--- config.mk ---
export PLATFORM = sky130hd
export DESIGN_NAME = bitvector_osa_edit_distance_column
export DESIGN_NICKNAME = d
export VERILOG_FILES = /design/src/osaed_pkg.sv /design/src/bitvector_osa_edit_distance_column.sv
export SDC_FILE = /design/constraint.sdc
export NUM_CORES = 2
export LEC_CHECK = 0
export BUFFER_PORTS_ARGS = -buffer_cell sky130_fd_sc_hd__buf_2
export CAP_MARGIN = 15
export CORE_UTILIZATION = 56
export CTS_CLUSTER_SIZE = 10
export DETAILED_ROUTE_END_ITERATION = 16
export HOLD_SLACK_MARGIN = 0.1
export PLACE_DENSITY = 0.73
export SYNTH_ARGS = -nofsm -noshare
export SYNTH_HDL_FRONTEND = slang
export SYNTH_SLANG_ARGS = --single-unit
--- constraint.sdc ---
create_clock -name clk -period 22.3 [get_ports clk]
set_input_delay 4.46 -clock clk [delete_from_list [all_inputs] [get_ports clk]]
set_output_delay 4.46 -clock clk [all_outputs]
set_load 0.01 [all_outputs]
--- src/osaed_pkg.sv ---
// Shared types, constants and helpers for the bit-parallel OSA edit-distance column.
// No dependencies; used by bitvector_osa_edit_distance_column.
package osaed_pkg;

  // column size and field widths
  localparam int QUERY_BITS_DEFAULT = 64;
  localparam int MATCH_W            = 64;
  localparam int QLEN_W             = 7;
  localparam int MAXD_W             = 8;
  localparam int DIST_W             = 16;
  localparam logic [DIST_W-1:0] DIST_MAX = {DIST_W{1'b1}};

  // register port
  localparam int ADDR_W = 3;
  localparam int DATA_W = 32;
  localparam int REG_SEL_BIT = 2;
  localparam logic REG_QUERY_LENGTH   = 1'b0;
  localparam logic REG_DISTANCE_LIMIT = 1'b1;

  // row scan: running sum and lowest prefix of a run of rows, signed
  localparam int SCAN_W = 8;

  typedef struct packed {
    logic signed [SCAN_W-1:0] total;
    logic signed [SCAN_W-1:0] low;
  } scan_node_t;

  // one row: +1 delta lowers the value going down, -1 delta raises it
  function automatic scan_node_t scan_leaf(input logic plus, input logic minus);
    scan_node_t node;
    if (plus) begin
      node.total = -SCAN_W'(1);
      node.low   = -SCAN_W'(1);
    end else if (minus) begin
      node.total = SCAN_W'(1);
      node.low   = '0;
    end else begin
      node.total = '0;
      node.low   = '0;
    end
    return node;
  endfunction

  // join two runs: hi_seg is scanned first (higher rows)
  function automatic scan_node_t scan_join(input scan_node_t hi_seg, input scan_node_t lo_seg);
    scan_node_t node;
    logic signed [SCAN_W-1:0] cand;
    cand       = hi_seg.total + lo_seg.low;
    node.total = hi_seg.total + lo_seg.total;
    node.low   = (cand < hi_seg.low) ? cand : hi_seg.low;
    return node;
  endfunction

endpackage

--- src/bitvector_osa_edit_distance_column.sv ---
// Bit-parallel restricted Damerau-Levenshtein (OSA) column, one target character per beat.
// Depends on osaed_pkg (types, widths, row-scan helpers).
//
// Usage:
//   Input channel (in_valid/in_ready) carries match_mask, the query positions equal to
//   the target character, and restart, which steps from the initial column instead of
//   the stored one. Output channel (out_valid/out_ready) carries distance, the edit
//   distance of the whole query so far (saturating), within_threshold and
//   may_still_match (some row of the column is at most distance_limit).
//   query_length and distance_limit are written through the APB-style port at byte
//   addresses 0 and 4; write them only while no beat is in flight.
//   Pipeline: input register, column update, two registered stages of the row-scan
//   prefix tree, and the output register. Throughput: one beat per cycle while the
//   output is not stalled, set by the combinational column update feeding the next
//   beat through the state registers.
//   Reset clears the registers, the column state and all pipeline valids.
//   When the receiver stalls, beats fill the empty pipeline stages; in_ready drops
//   only when all five stages hold a beat.
module bitvector_osa_edit_distance_column #(
  parameter int QUERY_BITS = osaed_pkg::QUERY_BITS_DEFAULT
) (
  input  logic                               clk,
  input  logic                               rst,
  // input beats
  input  logic                               in_valid,
  output logic                               in_ready,
  input  logic [osaed_pkg::MATCH_W-1:0]      match_mask,
  input  logic                               restart,
  // result beats
  output logic                               out_valid,
  input  logic                               out_ready,
  output logic [osaed_pkg::DIST_W-1:0]       distance,
  output logic                               within_threshold,
  output logic                               may_still_match,
  // register port
  input  logic                               psel,
  input  logic                               penable,
  input  logic                               pwrite,
  input  logic [osaed_pkg::ADDR_W-1:0]       paddr,
  input  logic [osaed_pkg::DATA_W-1:0]       pwdata,
  output logic [osaed_pkg::DATA_W-1:0]       prdata,
  output logic                               pready
);

  localparam int QB     = QUERY_BITS;
  localparam int LEVELS = $clog2(QUERY_BITS);
  localparam int LEAVES = 1 << LEVELS;
  localparam int QLEN_W = osaed_pkg::QLEN_W;
  localparam int MAXD_W = osaed_pkg::MAXD_W;
  localparam int DIST_W = osaed_pkg::DIST_W;
  localparam int SCAN_W = osaed_pkg::SCAN_W;
  localparam int CMP_W  = DIST_W + 2;
  localparam logic [QLEN_W-1:0] QB_LEN = QLEN_W'(QUERY_BITS);

  // configuration registers
  logic [QLEN_W-1:0] query_length;
  logic [MAXD_W-1:0] distance_limit;

  // column state
  logic [QB-1:0]     vertical_plus;
  logic [QB-1:0]     vertical_minus;
  logic [QB-1:0]     previous_match_mask;
  logic [QB-1:0]     previous_diagonal_zero;
  logic [DIST_W-1:0] running_distance;

  // pipeline registers
  logic              s0_valid;
  logic [QB-1:0]     s0_mask;
  logic              s0_restart;
  logic              s1_valid;
  logic [LEAVES-1:0] s1_vp;
  logic [LEAVES-1:0] s1_vn;
  logic [DIST_W-1:0] s1_dist;
  logic              s2_valid;
  osaed_pkg::scan_node_t s2_node [LEAVES];
  logic [DIST_W-1:0] s2_dist;
  logic              s3_valid;
  osaed_pkg::scan_node_t s3_node [LEAVES];
  logic [DIST_W-1:0] s3_dist;

  // stage flow control
  logic s0_go, s1_free, s2_free, s3_free, out_free;

  // column update signals
  logic [QLEN_W-1:0] eff_len;
  logic [QB-1:0]     row_mask, top_mask;
  logic [QB-1:0]     pm, vp, vn, pmp, d0p;
  logic [QB-1:0]     tc, d0, hp, hn, hp_sh, hn_sh;
  logic [DIST_W-1:0] dist_in;
  logic [QB-1:0]     vp_next, vn_next, pm_next, d0_next;
  logic [DIST_W-1:0] dist_next;

  // scan tree signals
  osaed_pkg::scan_node_t tree_a [LEAVES];
  osaed_pkg::scan_node_t tree_b [LEAVES];
  osaed_pkg::scan_node_t tree_c [LEAVES];
  logic signed [CMP_W-1:0] low_row;
  logic signed [CMP_W-1:0] limit;

  // handshake chain, each stage loads when empty or when it drains
  assign out_free = !out_valid || out_ready;
  assign s3_free  = !s3_valid || out_free;
  assign s2_free  = !s2_valid || s3_free;
  assign s1_free  = !s1_valid || s2_free;
  assign in_ready = !s0_valid || s1_free;
  assign s0_go    = s0_valid && s1_free;

  // register port
  assign pready = 1'b1;

  always_ff @(posedge clk) begin
    if (rst) begin
      query_length   <= '0;
      distance_limit <= '0;
    end else if (psel && penable && pwrite) begin
      case (paddr[osaed_pkg::REG_SEL_BIT])
        osaed_pkg::REG_QUERY_LENGTH:   query_length   <= pwdata[QLEN_W-1:0];
        osaed_pkg::REG_DISTANCE_LIMIT: distance_limit <= pwdata[MAXD_W-1:0];
        default: ;
      endcase
    end
  end

  always_comb begin
    case (paddr[osaed_pkg::REG_SEL_BIT])
      osaed_pkg::REG_QUERY_LENGTH:   prdata = osaed_pkg::DATA_W'(query_length);
      osaed_pkg::REG_DISTANCE_LIMIT: prdata = osaed_pkg::DATA_W'(distance_limit);
      default:                       prdata = '0;
    endcase
  end

  // row mask and its top row
  always_comb begin
    eff_len = (query_length > QB_LEN) ? QB_LEN : query_length;
    for (int i = 0; i < QB; i++) begin
      row_mask[i] = (QLEN_W'(i) < eff_len);
    end
    top_mask = row_mask & ~(row_mask >> 1);
  end

  // column update from the input register and the stored column
  always_comb begin
    pm = s0_mask & row_mask;
    if (s0_restart) begin
      vp      = row_mask;
      vn      = '0;
      pmp     = '0;
      d0p     = '0;
      dist_in = DIST_W'(eff_len);
    end else begin
      vp      = vertical_plus & row_mask;
      vn      = vertical_minus & row_mask;
      pmp     = previous_match_mask & row_mask;
      d0p     = previous_diagonal_zero & row_mask;
      dist_in = running_distance;
    end

    tc    = ((~d0p & pm) << 1) & pmp;
    d0    = ((((pm & vp) + vp) ^ vp) | pm | vn | tc) & row_mask;
    hp    = vn | ~(d0 | vp);
    hn    = vp & d0;
    hp_sh = (hp << 1) | QB'(1);
    hn_sh = hn << 1;

    if (eff_len == '0) begin
      vp_next   = '0;
      vn_next   = '0;
      pm_next   = '0;
      d0_next   = '0;
      dist_next = (dist_in == osaed_pkg::DIST_MAX) ? dist_in : dist_in + DIST_W'(1);
    end else begin
      vp_next = (hn_sh | ~(d0 | hp_sh)) & row_mask;
      vn_next = hp_sh & d0 & row_mask;
      pm_next = pm;
      d0_next = d0;
      if (|(hp & top_mask)) begin
        dist_next = (dist_in == osaed_pkg::DIST_MAX) ? dist_in : dist_in + DIST_W'(1);
      end else if (|(hn & top_mask)) begin
        dist_next = (dist_in == '0) ? dist_in : dist_in - DIST_W'(1);
      end else begin
        dist_next = dist_in;
      end
    end
  end

  // column state advances as each beat leaves the input register
  always_ff @(posedge clk) begin
    if (rst) begin
      vertical_plus          <= '0;
      vertical_minus         <= '0;
      previous_match_mask    <= '0;
      previous_diagonal_zero <= '0;
      running_distance       <= '0;
    end else if (s0_go) begin
      vertical_plus          <= vp_next;
      vertical_minus         <= vn_next;
      previous_match_mask    <= pm_next;
      previous_diagonal_zero <= d0_next;
      running_distance       <= dist_next;
    end
  end

  // scan tree, first two levels from the row deltas
  always_comb begin
    for (int j = 0; j < LEAVES; j++) begin
      tree_a[j] = osaed_pkg::scan_leaf(s1_vp[j], s1_vn[j]);
    end
    for (int l = 0; l < 2; l++) begin
      if (l < LEVELS) begin
        for (int j = 0; j < LEAVES / 2; j++) begin
          tree_a[j] = osaed_pkg::scan_join(tree_a[2*j+1], tree_a[2*j]);
        end
      end
    end
  end

  // scan tree, levels two and three
  always_comb begin
    for (int j = 0; j < LEAVES; j++) begin
      tree_b[j] = s2_node[j];
    end
    for (int l = 2; l < 4; l++) begin
      if (l < LEVELS) begin
        for (int j = 0; j < LEAVES / 2; j++) begin
          tree_b[j] = osaed_pkg::scan_join(tree_b[2*j+1], tree_b[2*j]);
        end
      end
    end
  end

  // scan tree, levels four and five, then the lowest row against the threshold
  always_comb begin
    for (int j = 0; j < LEAVES; j++) begin
      tree_c[j] = s3_node[j];
    end
    for (int l = 4; l < 6; l++) begin
      if (l < LEVELS) begin
        for (int j = 0; j < LEAVES / 2; j++) begin
          tree_c[j] = osaed_pkg::scan_join(tree_c[2*j+1], tree_c[2*j]);
        end
      end
    end
    low_row = $signed({2'b00, s3_dist})
            + $signed({{(CMP_W-SCAN_W){tree_c[0].low[SCAN_W-1]}}, tree_c[0].low});
    limit   = $signed({{(CMP_W-MAXD_W){1'b0}}, distance_limit});
  end

  // pipeline valids
  always_ff @(posedge clk) begin
    if (rst) begin
      s0_valid  <= 1'b0;
      s1_valid  <= 1'b0;
      s2_valid  <= 1'b0;
      s3_valid  <= 1'b0;
      out_valid <= 1'b0;
    end else begin
      if (in_ready) s0_valid  <= in_valid;
      if (s1_free)  s1_valid  <= s0_valid;
      if (s2_free)  s2_valid  <= s1_valid;
      if (s3_free)  s3_valid  <= s2_valid;
      if (out_free) out_valid <= s3_valid;
    end
  end

  // pipeline payload
  always_ff @(posedge clk) begin
    if (in_ready && in_valid) begin
      s0_mask    <= match_mask[QB-1:0];
      s0_restart <= restart;
    end
    if (s0_go) begin
      s1_vp   <= LEAVES'(vp_next);
      s1_vn   <= LEAVES'(vn_next);
      s1_dist <= dist_next;
    end
    if (s2_free && s1_valid) begin
      s2_node <= tree_a;
      s2_dist <= s1_dist;
    end
    if (s3_free && s2_valid) begin
      s3_node <= tree_b;
      s3_dist <= s2_dist;
    end
    if (out_free && s3_valid) begin
      distance         <= s3_dist;
      within_threshold <= (s3_dist <= DIST_W'(distance_limit));
      may_still_match  <= (low_row <= limit);
    end
  end

endmodule
==> results_tabular.tex <==
\begin{tabular}{lr}
\hline
Metric & Value \\
\hline
\multicolumn{2}{l}{\textbf{Layout}} \\
Layout cell share with drive strength beyond 1 & 7.26\% \\
Post-route standard cell area excluding fillers & 75,000 um\^{}2 \\
Number of filler instances in the final layout & 10,700 \\
Area of the multi-input gates & 42,800 um\^{}2 \\
Synth-to-layout area growth & 7.52\% \\
Number of nets in the layout & 8,860 \\
Number of standard cells in the layout, taps in and fillers out & 9,583 \\
Sequential cell area & 22,600 um\^{}2 \\
Commonest cells after routing, fill and taps aside & a21oi\_1 (807), inv\_1 (805), nand2\_1 (788) \\
Most common cell after layout, fill and taps aside & a21oi\_1 \\
\multicolumn{2}{l}{\textbf{STA}} \\
Worst slew pin tran & 1320 ps \\
Final Worst Setup Slack & 11,720 ps \\
Final cycle utilization of the critical path & 47.4\% \\
Max-slew violation total from the final report & 0 \\
Setup TNS & 0 ps \\
Final min period & 10,580 ps \\
Relative slew slack & 9.91\% \\
RSZ-0062 raised after global routing & false \\
Number of endpoints failing setup at the final stage & 0 \\
Final hold violation count & 0 \\
Worst-case clock skew & 41.3 ps \\
Maximum clock frequency & 94.6 MHz \\
\multicolumn{2}{l}{\textbf{Worst setup path}} \\
Most frequent cell on the critical path & a21oi\_1 \\
Highest cell delay on the worst timing path & 690 ps \\
Required time at the endpoint of the critical path & 22,810 ps \\
Max FO, Critical Path & 13 \\
CP Data Arrival Time & 11,080 ps \\
Slowest cell on the critical path & o21ai\_1 \\
CP endpoint kind & flop \\
Type of element launching the critical path & flop \\
Critical setup path kind & reg -> reg \\
\multicolumn{2}{l}{\textbf{Synthesis}} \\
Basic-gate share of the synthesized area counting and, or, nand and nor cells & 16.3\% \\
Portion of netlist area occupied by mux cells & 2.37\% \\
Top FF cell, synth & edfxtp\_1 \\
Register bit count reported by yosys & 847 \\
Asr flop ratio synth & 0\% \\
Post-synthesis sequential area ratio & 32.3\% \\
Warnings, synthesis & 0 \\
Gate Count Post-Synth & 7,843 \\
Area fraction in compound gates after synthesis & 18.1\% \\
Post-synthesis xor/xnor area fraction & 4.25\% \\
Number of enable flip-flop cells after synthesis & 559 \\
Synth Area in Adders & 20.1\% \\
Mapped cell area & 69,800 um\^{}2 \\
Largest family of logic cells by synthesized area & adder cells \\
Distinct cells, synth & 109 \\
Post-Synthesis Mean Instance Area & 8.90 um\^{}2 \\
\multicolumn{2}{l}{\textbf{Global routing}} \\
Via count of the first global-routing pass & 56,900 \\
First-pass GRT wire length & 340 mm \\
Largest net degree at the start of global routing & 132 \\
GRT Total Usage & 35.3\% \\
Total overflow reported by the global router & 0 \\
Number of antenna violations at the first check in global routing & 10 \\
\multicolumn{2}{l}{\textbf{Status}} \\
Status & complete, no violations \\
\multicolumn{2}{l}{\textbf{Drt}} \\
Residual DRC count & 0 \\
Final routed wirelength across all metal layers & 226 mm \\
Per-cell routed wire length & 23.5 um \\
DRT iter0 DRCs & 6,117 \\
Total via count after detailed routing & 59,600 \\
Mean number of vias per cell & 6.22 \\
Post-route ant nets & 0 \\
Detailed-router iteration count before antenna repair & 6 \\
\multicolumn{2}{l}{\textbf{Clock network}} \\
CTS Root Cell & clkbuf\_16 \\
Inserted Clock Buffers & 103 \\
CTS max path bufs & 3 \\
Clock latency at the later pin of the worst-skew pair & 760 ps \\
Cts repair resizes & 0 \\
Number of buffers inserted by post-CTS setup repair & 0 \\
Clock-pin slew reported for the worst setup and hold paths after clock tree synthesis & 60 ps \\
Clock Sink Count & 847 \\
Clock tree from TritonCTS & yes \\
H-Tree Level Count & 3 \\
Hold\_buf cts & 0 \\
\multicolumn{2}{l}{\textbf{Pwr}} \\
Total power per unit cell area & 109 nW/um\^{}2 \\
Static Leakage & 30.4 nW \\
Maximum VDD drop & 0.260 mV \\
Power Total & 0.00818 W \\
\multicolumn{2}{l}{\textbf{Floorplanning}} \\
Die Outline Area & 126,000 um\^{}2 \\
Ports & 160 \\
Chip Width & 355 um \\
Initial standard-cell utilization of the core & 56.5\% \\
Height of the die & 355 um \\
Number of core rows & 129 \\
Placeable Area & 124,000 um\^{}2 \\
\multicolumn{2}{l}{\textbf{Placed design}} \\
Number of port buffers & 108 \\
Standard cell area after detailed placement & 71,800 um\^{}2 \\
Global placer's final weighted congestion & 1.09 \\
Post-Place Worst Slack & 11,760 ps \\
Total half-perimeter wirelength after legalization and detailed placement & 174 mm \\
Number of cells in the design after placement & 9,386 \\
\multicolumn{2}{l}{\textbf{Run}} \\
Max capacitance violation total & 0 \\
\multicolumn{2}{l}{\textbf{Worst hold path}} \\
Kind of path behind the tightest hold check & reg -> reg \\
\hline
\end{tabular}
## cell usage after synthesis, types with 102 or more instances
library cell | count | area (um^2)
fa_1 | 290 | 5810
clkbuf_1 | 195 | 732
nand3_1 | 180 | 901
nand2_1 | 789 | 2960
o21ai_0 | 379 | 1900
nand2b_1 | 115 | 719
edfxtp_1 | 559 | 16800
a21oi_1 | 808 | 4040
inv_1 | 806 | 3030
a21o_1 | 150 | 1130
ha_1 | 608 | 7610
nor2b_1 | 102 | 638
xnor2_1 | 273 | 2390
dfxtp_1 | 288 | 5770
nor3_1 | 128 | 641
nor2_1 | 578 | 2170
## layer usage
| layer | vias to the layer above | global-route usage, % | routed length (um) |
|---|---|---|---|
| met3 | 453 | 4.94 | 17800 |
| met1 | 28900 | 49.5 | 98200 |
| li1 | 27700 | - | - |
| met2 | 2563 | 55.1 | 101000 |
| met5 | - | 0 | 68 |
| met4 | 6 | 13.7 | 9070 |
## power by group
| group | leakage (nW) | switching, W | internal, W |
|---|---|---|---|
| Sequential | 7.51 | 0.0000761 | 0.00187 |
| Combinational | 21.3 | 0.00268 | 0.00195 |
| Clock | 1.54 | 0.000690 | 0.000911 |
| Total | 30.4 | 0.00345 | 0.00474 |
## cells by family (layout without fill, tap and decap cells)
group	Yosys count	count (layout)
buffers and inverters	1132	1210
other	2	27
DFF	847	847
xor gates and xnor gates	339	339
adders and majority gates	958	958
muxes	156	156
and+or+nand+nor	2371	2371
AOI/OAI and AO/OA	2038	2038
## final cells by class
cell class,count,area share [%]
Antenna cell,2,0.00667
Tap cell,1637,2.73
Inverter,808,4.05
Clock buffer,172,3.97
Clock inverter,22,0.303
Sequential cell,847,30.1
Timing Repair Buffer,208,1.78
Multi-Input combinational cell,5887,57.1
## state kept, by name, summed over array words and instances, names as in the netlist, 56 cells and up
name,flops
s1_vp,63
s1_vn,62
previous_match_mask,63
previous_diagonal_zero,62
vertical_plus,63
s0_mask,64
vertical_minus,64
s2_node,247
s3_node,56
## path summary, 6_finish.rpt
kind                            slack, ps  depth (start not counted)     startpoint              end
worst max register to register      11720                         44  s3_node[1001]  may_still_match
worst max-delay path                11720                         44  s3_node[1001]  may_still_match
worst min-delay path                  420                          0    s1_dist[10]      s2_dist[10]
worst min register to register        420                          0    s1_dist[10]      s2_dist[10]
## critical path, delay by kind of cell, from the launching register on
| family | cells | cell delay [ps] |
|---|---|---|
| AO/OA/AOI/OAI | 28 | 5870 |
| XOR/XNOR | 5 | 1290 |
| adder cells (fa/ha/maj) | 7 | 2390 |
| buffers and inverters | 1 | 50 |
| flip-flops | 1 | 430 |
| AND/OR/NAND/NOR | 3 | 290 |
## through the flow
step                      utilization, %  hold slack (ps)
final                               60.7              416
after global routing                60.7              421
after CTS                           60.7              417
after detailed placement            58.1              405
after global placement              58.1              401
after floorplan                        -              400
No activity file was read; power rests on OpenSTA's default activity.
